<file path="src/hdl/kct_pkg.sv">
`timescale 1ns / 1ps

package kct_pkg;

    localparam int CAPACITY = 16;
    // Count holds 0..CAPACITY; index addresses 0..CAPACITY-1.
    localparam int CNT_W = $clog2(CAPACITY + 1);
    localparam int IDX_W = (CAPACITY > 1) ? $clog2(CAPACITY) : 1;

    localparam int KEY_W   = 16;
    localparam int VALUE_W = 32;
    localparam int ECNT_W  = 5;

    // Operation codes
    localparam logic [1:0] OP_SET = 2'd0;
    localparam logic [1:0] OP_GET = 2'd1;
    localparam logic [1:0] OP_DEL = 2'd2;
    localparam logic [1:0] OP_CLR = 2'd3;

    // Status codes
    localparam logic [1:0] ST_OK      = 2'd0;
    localparam logic [1:0] ST_MISSING = 2'd1;
    localparam logic [1:0] ST_FULL    = 2'd2;

    typedef struct packed {
        logic [1:0]                 mode;
        logic signed [KEY_W-1:0]    key;
        logic signed [VALUE_W-1:0]  cat_value;
    } in_item_t;

    typedef struct packed {
        logic [1:0]                 status;
        logic signed [VALUE_W-1:0]  value_out;
        logic [ECNT_W-1:0]          entry_count;
    } out_item_t;

    typedef struct packed {
        logic [KEY_W-1:0]   key;
        logic [VALUE_W-1:0] value;
    } entry_t;

endpackage

</file>
<file path="src/hdl/keyed_category_table_unit.sv">
`timescale 1ns / 1ps

// Keyed category table: ordered table of up to CAPACITY (key, value) pairs.
// Input channel (s_valid/s_ready/s_data) carries one operation per
// transaction: set, get, delete or clear. Result channel
// (m_valid/m_ready/m_data) returns exactly one transaction per operation:
// status, value read (get hit only, else zero) and entry count afterwards.
// A sequencer walks the table one entry per cycle through a single key
// comparator. A search stops at the matching entry, a miss at the entry
// count; delete then moves every later entry down one place, one entry
// per cycle. The result then goes to the output register. The slowest
// operation is a miss on a full table; clear skips the walk.
// s_ready is high only while the sequencer is idle: one operation at a time,
// the next one accepted in the same cycle that the previous result appears.
// The output register holds a finished result while m_ready is low; the
// sequencer waits in its final state until the register is free, so a
// stalled receiver never loses a result.
// Reset (aresetn low, synchronous) empties the table and drops any pending
// result. Stored entries are not cleared; only entries below the count are
// ever read.
module keyed_category_table_unit (
    input  logic              aclk,
    input  logic              aresetn,
    input  logic              s_valid,
    output logic              s_ready,
    input  kct_pkg::in_item_t s_data,
    output logic              m_valid,
    input  logic              m_ready,
    output kct_pkg::out_item_t m_data
);
    import kct_pkg::*;

    localparam logic [1:0] S_IDLE  = 2'd0;
    localparam logic [1:0] S_SCAN  = 2'd1;
    localparam logic [1:0] S_SHIFT = 2'd2;
    localparam logic [1:0] S_DONE  = 2'd3;

    logic [1:0]       state_reg, state_next;
    logic [CNT_W-1:0] count_reg, count_next;
    logic [CNT_W-1:0] idx_reg, idx_next;
    in_item_t         op_reg, op_next;
    out_item_t        res_reg, res_next;
    logic             m_valid_reg, m_valid_next;
    out_item_t        m_data_reg, m_data_next;

    // Table storage: flops, one read address per cycle
    entry_t           entry_reg [CAPACITY];
    logic             wr_en;
    logic [IDX_W-1:0] wr_idx;
    entry_t           wr_entry;
    logic [IDX_W-1:0] rd_idx;
    entry_t           rd_entry;
    logic             key_hit;
    logic             at_end;

    // SHIFT reads the next entry up; SCAN reads the current one.
    assign rd_idx   = (state_reg == S_SHIFT) ? IDX_W'(idx_reg + 1'b1) : idx_reg[IDX_W-1:0];
    assign rd_entry = entry_reg[rd_idx];
    assign key_hit  = (rd_entry.key == op_reg.key);
    assign at_end   = (idx_reg == count_reg);

    always_comb begin
        state_next   = state_reg;
        count_next   = count_reg;
        idx_next     = idx_reg;
        op_next      = op_reg;
        res_next     = res_reg;
        m_valid_next = m_valid_reg;
        m_data_next  = m_data_reg;
        wr_en        = 1'b0;
        wr_idx       = idx_reg[IDX_W-1:0];
        wr_entry     = '{key: op_reg.key, value: op_reg.cat_value};

        if (m_valid_reg && m_ready) begin
            m_valid_next = 1'b0;
        end

        case (state_reg)
            S_IDLE: begin
                if (s_valid) begin
                    op_next    = s_data;
                    idx_next   = '0;
                    state_next = S_SCAN;
                end
            end
            S_SCAN: begin
                res_next.value_out = '0;
                res_next.status    = ST_OK;
                if (op_reg.mode == OP_CLR) begin
                    count_next = '0;
                    state_next = S_DONE;
                end else if (at_end) begin
                    // Key absent
                    state_next = S_DONE;
                    if (op_reg.mode == OP_SET) begin
                        if (count_reg == CNT_W'(CAPACITY)) begin
                            res_next.status = ST_FULL;
                        end else begin
                            wr_en      = 1'b1;
                            wr_idx     = count_reg[IDX_W-1:0];
                            count_next = count_reg + 1'b1;
                        end
                    end else begin
                        res_next.status = ST_MISSING;
                    end
                end else if (key_hit) begin
                    case (op_reg.mode)
                        OP_SET: begin
                            wr_en          = 1'b1;
                            wr_entry.key   = rd_entry.key;
                            state_next     = S_DONE;
                        end
                        OP_GET: begin
                            res_next.value_out = rd_entry.value;
                            state_next         = S_DONE;
                        end
                        default: begin
                            // Delete: close the gap unless it is the last entry
                            if (CNT_W'(idx_reg + 1'b1) == count_reg) begin
                                count_next = count_reg - 1'b1;
                                state_next = S_DONE;
                            end else begin
                                state_next = S_SHIFT;
                            end
                        end
                    endcase
                end else begin
                    idx_next = idx_reg + 1'b1;
                end
            end
            S_SHIFT: begin
                wr_en    = 1'b1;
                wr_entry = rd_entry;
                idx_next = idx_reg + 1'b1;
                if (CNT_W'(idx_reg + 2'd2) == count_reg) begin
                    count_next = count_reg - 1'b1;
                    state_next = S_DONE;
                end
            end
            S_DONE: begin
                if (!m_valid_reg || m_ready) begin
                    m_valid_next            = 1'b1;
                    m_data_next             = res_reg;
                    m_data_next.entry_count = ECNT_W'(count_reg);
                    state_next              = S_IDLE;
                end
            end
            default: begin
                state_next = S_IDLE;
            end
        endcase
    end

    always_ff @(posedge aclk) begin
        if (!aresetn) begin
            state_reg   <= S_IDLE;
            count_reg   <= '0;
            idx_reg     <= '0;
            m_valid_reg <= 1'b0;
        end else begin
            state_reg   <= state_next;
            count_reg   <= count_next;
            idx_reg     <= idx_next;
            m_valid_reg <= m_valid_next;
        end
    end

    always_ff @(posedge aclk) begin
        op_reg     <= op_next;
        res_reg    <= res_next;
        m_data_reg <= m_data_next;
        if (wr_en) begin
            entry_reg[wr_idx] <= wr_entry;
        end
    end

    assign s_ready = (state_reg == S_IDLE);
    assign m_valid = m_valid_reg;
    assign m_data  = m_data_reg;

    a_count_range: assert property (@(posedge aclk) disable iff (!aresetn)
        count_reg <= CNT_W'(CAPACITY))
        else $error("entry count above capacity");

    a_scan_bound: assert property (@(posedge aclk) disable iff (!aresetn)
        (state_reg == S_SCAN) |-> (idx_reg <= count_reg))
        else $error("scan index past entry count");

    a_shift_bound: assert property (@(posedge aclk) disable iff (!aresetn)
        (state_reg == S_SHIFT) |-> (CNT_W'(idx_reg + 2'd2) <= count_reg))
        else $error("shift reads past last entry");

    a_full_count: assert property (@(posedge aclk) disable iff (!aresetn)
        (m_valid && m_data.status == ST_FULL) |-> (m_data.entry_count == ECNT_W'(CAPACITY)))
        else $error("full status with table not full");

    a_value_zero: assert property (@(posedge aclk) disable iff (!aresetn)
        (m_valid && m_data.status != ST_OK) |-> (m_data.value_out == '0))
        else $error("nonzero value on failed operation");

endmodule

</file>
<file path="config.mk">
export PLATFORM = sky130hd
export DESIGN_NAME = keyed_category_table_unit
export DESIGN_NICKNAME = d
export VERILOG_FILES = /design/src/hdl/kct_pkg.sv /design/src/hdl/keyed_category_table_unit.sv
export SDC_FILE = /design/constraint.sdc
export NUM_CORES = 1
export LEC_CHECK = 0
export ABC_AREA = 0
export BUFFER_PORTS_ARGS = -buffer_cell sky130_fd_sc_hd__buf_2
export CAP_MARGIN = 20
export CORE_MARGIN = 4
export CORE_UTILIZATION = 45
export CTS_CLUSTER_SIZE = 10
export DETAILED_ROUTE_END_ITERATION = 10
export PLACE_DENSITY = 0.64
export SLEW_MARGIN = 20
export SYNTH_ARGS = -nofsm -noshare
export SYNTH_HDL_FRONTEND = slang
export SYNTH_SLANG_ARGS = --single-unit
</file>
<file path="constraint.sdc">
create_clock -name aclk -period 8.21 [get_ports aclk]
set_input_delay 0 -clock aclk [delete_from_list [all_inputs] [get_ports aclk]]
set_output_delay 0 -clock aclk [all_outputs]
set_load 0.02 [all_outputs]
</file>
==> results.toml, run 1 <==
[outcome]
status = "finished clean"

[synth]
synth_fp_nets = 1890
synth_compound_area_frac = 0.0227
synth_edf_count = 891
async_flop_share = 0
synthAdderAreaFrac = 0.00347
synth_cell_types = 74
synthCells = 1826
synthTopCellsByArea = "edfxtp_1, mux4_2, nand2_1"
synth_top_area_cell = "edfxtp_1"
synth-seq-area-share = 0.750
ys_ff_latch = 904
synthTopCellsByCount = "edfxtp_1, mux4_2, nand2_1, clkbuf_1, mux2i_1"
synth_mux_area_frac = 0.151
synth_xor_area_frac = 0.00994
synth_most_common_cell = "edfxtp_1"
synth_top_family_by_area = "multiplexers"
synthFlopType = "edfxtp_1"
yosysWarnings = 0
yosysTopAreaCellShare = 0.743
syn_area_um2 = 36000
synth_simple_gate_area_frac = 0.0486
syn-mean-instance-area_um2 = 19.7

[final_layout]
drive_above_1_share = 0.256
largest_register_ffs = 768
final_core_util = 0.520
syn_to_final_growth_pct = 14.3
n_antenna_cell = 0
nNetsFinal = 2083

[routing]
drc = 0
vias = 18100
drt.antenna.violating_nets = 0
wire_per_inst_um = 25.8
drtIter0Drc = 1916
first_pass_iters = 9
route.met2.wl_mm = 38.4
dr_wl_met3_mm = 5.79
routed_via_density = 5.86
top_layer = "met4"
drt-met1-wl_mm = 34.0
totalWireLength_mm = 79.9

[worst_setup_path]
crit_path_cell_trace = "inv_1 -> ha_2 -> a21boi_1 -> nor2_4 -> buf_4 -> nand4_1 -> and4_1 -> a31o_2 -> mux2_2 -> nor4_1 -> and3_1 -> a41oi_2 -> o22ai_1"
r2r.worst_path.cells = 13
worstPathBufferInverterCount = 2
crit_path_end_kind = "flip-flop"
path_class = "reg -> reg"
start_kind = "flip-flop"
slowest_stage = "o22ai_1"
reg2reg_from = "state_reg[0]"
reg2reg_slack_ns = 1.18
max_stage_delay_ns = 1.11
cp.arrival_ns = 7.33
rr_endpoint = "entry_reg[0][44]"
critPathMaxFanout = 37
cp.required_ns = 8.50
cpLargestDelayFamily = "compound AO/OA/AOI/OAI gates"

[min_path]
hold_end = "op_reg[34]"
hold_start = "s_data[34]"
holdCritPathClass = "in -> reg"
min_path_cells = 2

[timing]
worst_clock_skew_ns = 0.0245
max_freq_mhz = 142
tightest_slew_ns = 1.18
hold_violations = 0
fin_crit_sh = 0.857
rsz0062_at_grt = "no"
period_minus_slack_ns = 7.03
slew_viol_final = 0
tns_ns = 0
setup_viol = 0
slew_headroom = 0.216

[die]
coreArea_um2 = 79100
ioPinCount = 95
die_h_um = 291
rows = 103
initial_utilization = 0.455
die_area_um2 = 84600
die_width_um = 291

[clock_network]
clkSinkCount = 904
cts_tree = "built"
root_buffer = "clkbuf_16"
clock_tree.htree_level_count = 3
cts_made_buffers = 101
cts_resized = 0
insertion_delay_ns = 0.65
clock_path_buffers = 3
clk_pin_slew_ns = 0.06

[global_routing]
first_global_vias = 18500
grt_max_degree = 103
grt_pass1_wl_mm = 119
antenna_found_initial = 1
track_usage = 0.187
gr-total-overflow = 0

[placement]
hpwl_mm = 42.4
io_buffers = 94
gp_congestion = 0.802

[power]
leakage_nw = 13.1
vdd_drop_max_v = 0.000395
p_sw_w = 0.00403
swShare = 0.295
power.density_nw_per_um2 = 332
p_int_w = 0.00963
p_clk_frac = 0.281
p_comb_frac = 0.282
power_frac_seq = 0.437

[job]
maxCapViolations = 0
kinds of logic after synthesis:
group	Yosys count
adder cells (fa/ha/maj)	10
AO/OA/AOI/OAI	108
multiplexers	287
XOR/XNOR	40
AND/OR/NAND/NOR	359
flip-flops	904
buffers and inverters	118
worst max path at each step:
| stage | startpoint | endpoint | slack (ns) | cells past startpoint |
|---|---|---|---|---|
| floorplan | state_reg[0] | entry_reg[1][0] | -0.29 | 14 |
| global placement | state_reg[0] | entry_reg[0][42] | 1.38 | 13 |
| detailed placement | state_reg[0] | entry_reg[6][42] | 1.24 | 13 |
| CTS | state_reg[0] | entry_reg[7][42] | 1.21 | 13 |
| global route | state_reg[0] | entry_reg[13][35] | 0.81 | 13 |
| finish | state_reg[0] | entry_reg[0][44] | 1.18 | 13 |
repair_timing:
action	CTS	global route
buffers inserted	0	0
hold buffers	54	0
hold endpoints to repair	62	0
power by group through the flow:
stage               registers (W)  logic (W)  clock network, W
finish                    0.00597    0.00385           0.00384
global route              0.00599    0.00417           0.00414
CTS                       0.00597    0.00388           0.00394
detailed placement        0.00606    0.00384                 0
global placement          0.00606    0.00376                 0
floorplan                 0.00600    0.00285                 0
metal layers:
layer	vias up	GRT usage
li1	7803	-
met1	9510	0.269
met2	710	0.301
met3	125	0.0349
met4	0	0.0476
met5	-	0
worst reg2reg max path, cell delays in order (launching register included):
cell and delay (ns):
dfxtp_1 0.34, inv_1 0.14, ha_2 0.73, a21boi_1 0.32, nor2_4 0.92, buf_4 0.68
nand4_1 0.14, and4_1 0.25, a31o_2 0.22, mux2_2 0.26, nor4_1 0.36, and3_1 0.52
a41oi_2 0.69, o22ai_1 1.11
cell type report:
class / count / area, µm²
fillers: 6185 / 38000
inverters: 12 / 45.0
well taps: 1050 / 1310
clock inverters: 6 / 65.1
clock buffers: 124 / 2640
multi-input cells: 804 / 8650
repair buffers: 196 / 1410
flip-flops and latches: 904 / 27000
cell usage in the layout, fill, tap and decap left out, drive strengths merged, types with 4 or more instances in the layout:
master,synthesis,final
a211oi,5,5
nand3,21,21
and2,36,36
nor2,42,42
ha,10,10
clkbuf,58,127
dfxtp,13,13
nor3b,4,4
and3,7,7
mux2,35,35
a41oi,4,4
a22oi,4,4
xor2,26,26
nor2b,4,4
mux4,200,200
edfxtp,891,891
mux2i,52,52
or2,4,4
nor3,30,30
buf,48,139
nand2b,5,5
a2111oi,4,4
inv,12,15
nand2,148,148
o31ai,4,4
xnor2,14,14
nor4,8,8
dlygate4sd3,0,54
a31oi,5,5
o22ai,17,17
a21oi,16,16
o21ai,8,8
nand4,43,43
per-stage QoR:
stage                     cell area (µm²)  power, W  setup WS (ns)  cells  hold slack (ns)
after floorplan                     36000   0.00885         -0.294   1826           0.0989
after global placement              37900   0.00982           1.38   2909            0.178
after detailed placement            37900   0.00990           1.24   2909            0.178
after CTS                           41100    0.0138           1.21   3093           0.0209
after global routing                41100    0.0143          0.808   3096           0.0434
final                               41100    0.0137           1.18   3096           0.0600
(Power assumes the default switching activity.)
==> run 2: changes to the inputs <==
CAP_MARGIN = 0   (was 20)
CORE_MARGIN = 2   (was 4)
RECOVER_POWER = 100   (was default)
==> run 2 against run 1 <==
Sequential power is essentially flat. Utilization did not move. The flow now finishes with violations (max-capacitance violations, max-slew violations). Via count hardly changed. Cell count grew 0.13%. Wire length down 0.49%. Sequential cell count did not move. Final area unchanged. Worst hold slack worse by 0.014 ns. Clock skew up 0.030 ns. Power up 0.74%.
==> results.toml, run 2 (synthesized netlist as in run 1, its figures left out) <==
[global_routing]
use_met3 = 0.0335
grt_pass1_wl_mm = 119
grt_max_degree = 104
grt_use_met1 = 0.277
gr-usage-met2 = 0.311
antenna_found_initial = 1
gr-total-overflow = 0
busiest_layer = "met2"
first_global_vias = 18500
track_usage = 0.196

[final_layout]
n_antenna_cell = 0
layout_common_cells = "edfxtp_1, mux4_2, nand2_1"
nNetsFinal = 2090
drive_above_1_share = 0.214
syn_to_final_growth_pct = 14.3
final_common_cell = "edfxtp_1"
multi_input_area_um2 = 8570
finalInstanceArea_um2 = 41100
ff_latch_area_um2 = 27000
fillCellCount = 6212
final_cells = 3100
largest_register_ffs = 768

[timing]
period_minus_slack_ns = 7.16
fin_crit_sh = 0.873
tightest_slew_ns = 3.38
tns_ns = 0
hold_violations = 0
max_freq_mhz = 140
worst_clock_skew_ns = 0.0541
slew_viol_final = 173
setup_viol = 0
slew_headroom = -1.26
rsz0062_at_grt = "no"
layout_setup_ws_ns = 1.05

[routing]
routed_via_density = 5.85
totalWireLength_mm = 79.5
wire_per_inst_um = 25.6
drc = 0
first_pass_iters = 7
drt.antenna.violating_nets = 0
vias = 18100
drtIter0Drc = 1930

[worst_setup_path]
start_kind = "flip-flop"
slowest_stage = "clkbuf_1"
cpLargestDelayFamily = "buffers and inverters"
cp.arrival_ns = 7.50
path_class = "reg -> reg"
max_stage_delay_ns = 2.39
critPathMaxFanout = 84
reg2reg_slack_ns = 1.05
cp.required_ns = 8.54
worstPathBufferInverterCount = 4
crit_path_cell_trace = "inv_1 -> ha_1 -> buf_4 -> mux2_8 -> clkbuf_1 -> buf_4 -> mux4_2 -> mux4_2 -> mux2_1"
crit_path_end_kind = "flip-flop"

[clock_network]
clock_path_buffers = 3
post-cts-setup-buffer-count = 0
clk_pin_slew_ns = 0.05
root_buffer = "clkbuf_16"
clock_tree.htree_level_count = 3
clkSinkCount = 904
insertion_delay_ns = 0.68
cts_made_buffers = 103
cts_tree = "built"

[power]
p_total_w = 0.0138
vdd_drop_max_v = 0.000278
power.density_nw_per_um2 = 334
leakage_nw = 13.0

[die]
coreArea_um2 = 79100
die_width_um = 287
rows = 103
die_area_um2 = 82300
initial_utilization = 0.455
die_h_um = 287
ioPinCount = 95

[placement]
io_buffers = 94
hpwl_mm = 43.5
dp.cells = 2915
placed_area_um2 = 37900
gp_congestion = 0.848
post-place-ws_ns = 1.40

[outcome]
status = "finished with violations"
violations = "max-capacitance violations, max-slew violations"

[job]
maxCapViolations = 5

[min_path]
holdCritPathClass = "in -> reg"
run 2: layer usage:
| layer | part of all wire | vias up |
|---|---|---|
| met5 | 0 | - |
| met4 | 0.025 | 0 |
| met3 | 0.070 | 133 |
| met2 | 0.48 | 764 |
| met1 | 0.43 | 9417 |
| li1 | - | 7831 |
run 2: metrics by stage:
stage / util / hold slack [ns]
6_report: 0.520 / 0.0464
5_1_grt: 0.520 / 0.0285
4_1_cts: 0.522 / 0.00578
3_5_place_dp: 0.480 / 0.178
3_3_place_gp: 0.480 / 0.176
2_1_floorplan: - / 0.0989
run 2: worst paths after layout:
check          startpoint                to  depth (start not counted)
max          state_reg[0]  entry_reg[0][14]                          9
max reg2reg  state_reg[0]  entry_reg[0][14]                          9
min            s_data[24]        op_reg[24]                          2
min reg2reg   res_reg[30]        m_data[30]                          0
run 2: timing repair:
action | in CTS | in global routing
hold buffers | 54 | 0
endpoints found under the hold margin | 62 | 0
resized for setup | 0 | 0
run 2: cell type report:
class                      instances  area share
timing repair buffer             201      0.0330
clock inverter                    13     0.00389
inverter                          12     0.00109
sequential                       904       0.657
tap                             1050      0.0319
clock buffer                     116      0.0651
multi-input combinational        804       0.208
run 2: report_power, final:
group	switching (W)	total (W)	internal (W)
sequential	0.000124	0.00598	0.00585
combinational	0.00226	0.00381	0.00155
clock	0.00169	0.00398	0.00229
run 2: worst reg2reg max path, delay by kind of cell, from the launching register on:
family | cells | cell delay [ns]
buffers and inverters | 4 | 4.04
muxes | 4 | 2.23
DFF | 1 | 0.34
adders and majority gates | 1 | 0.21
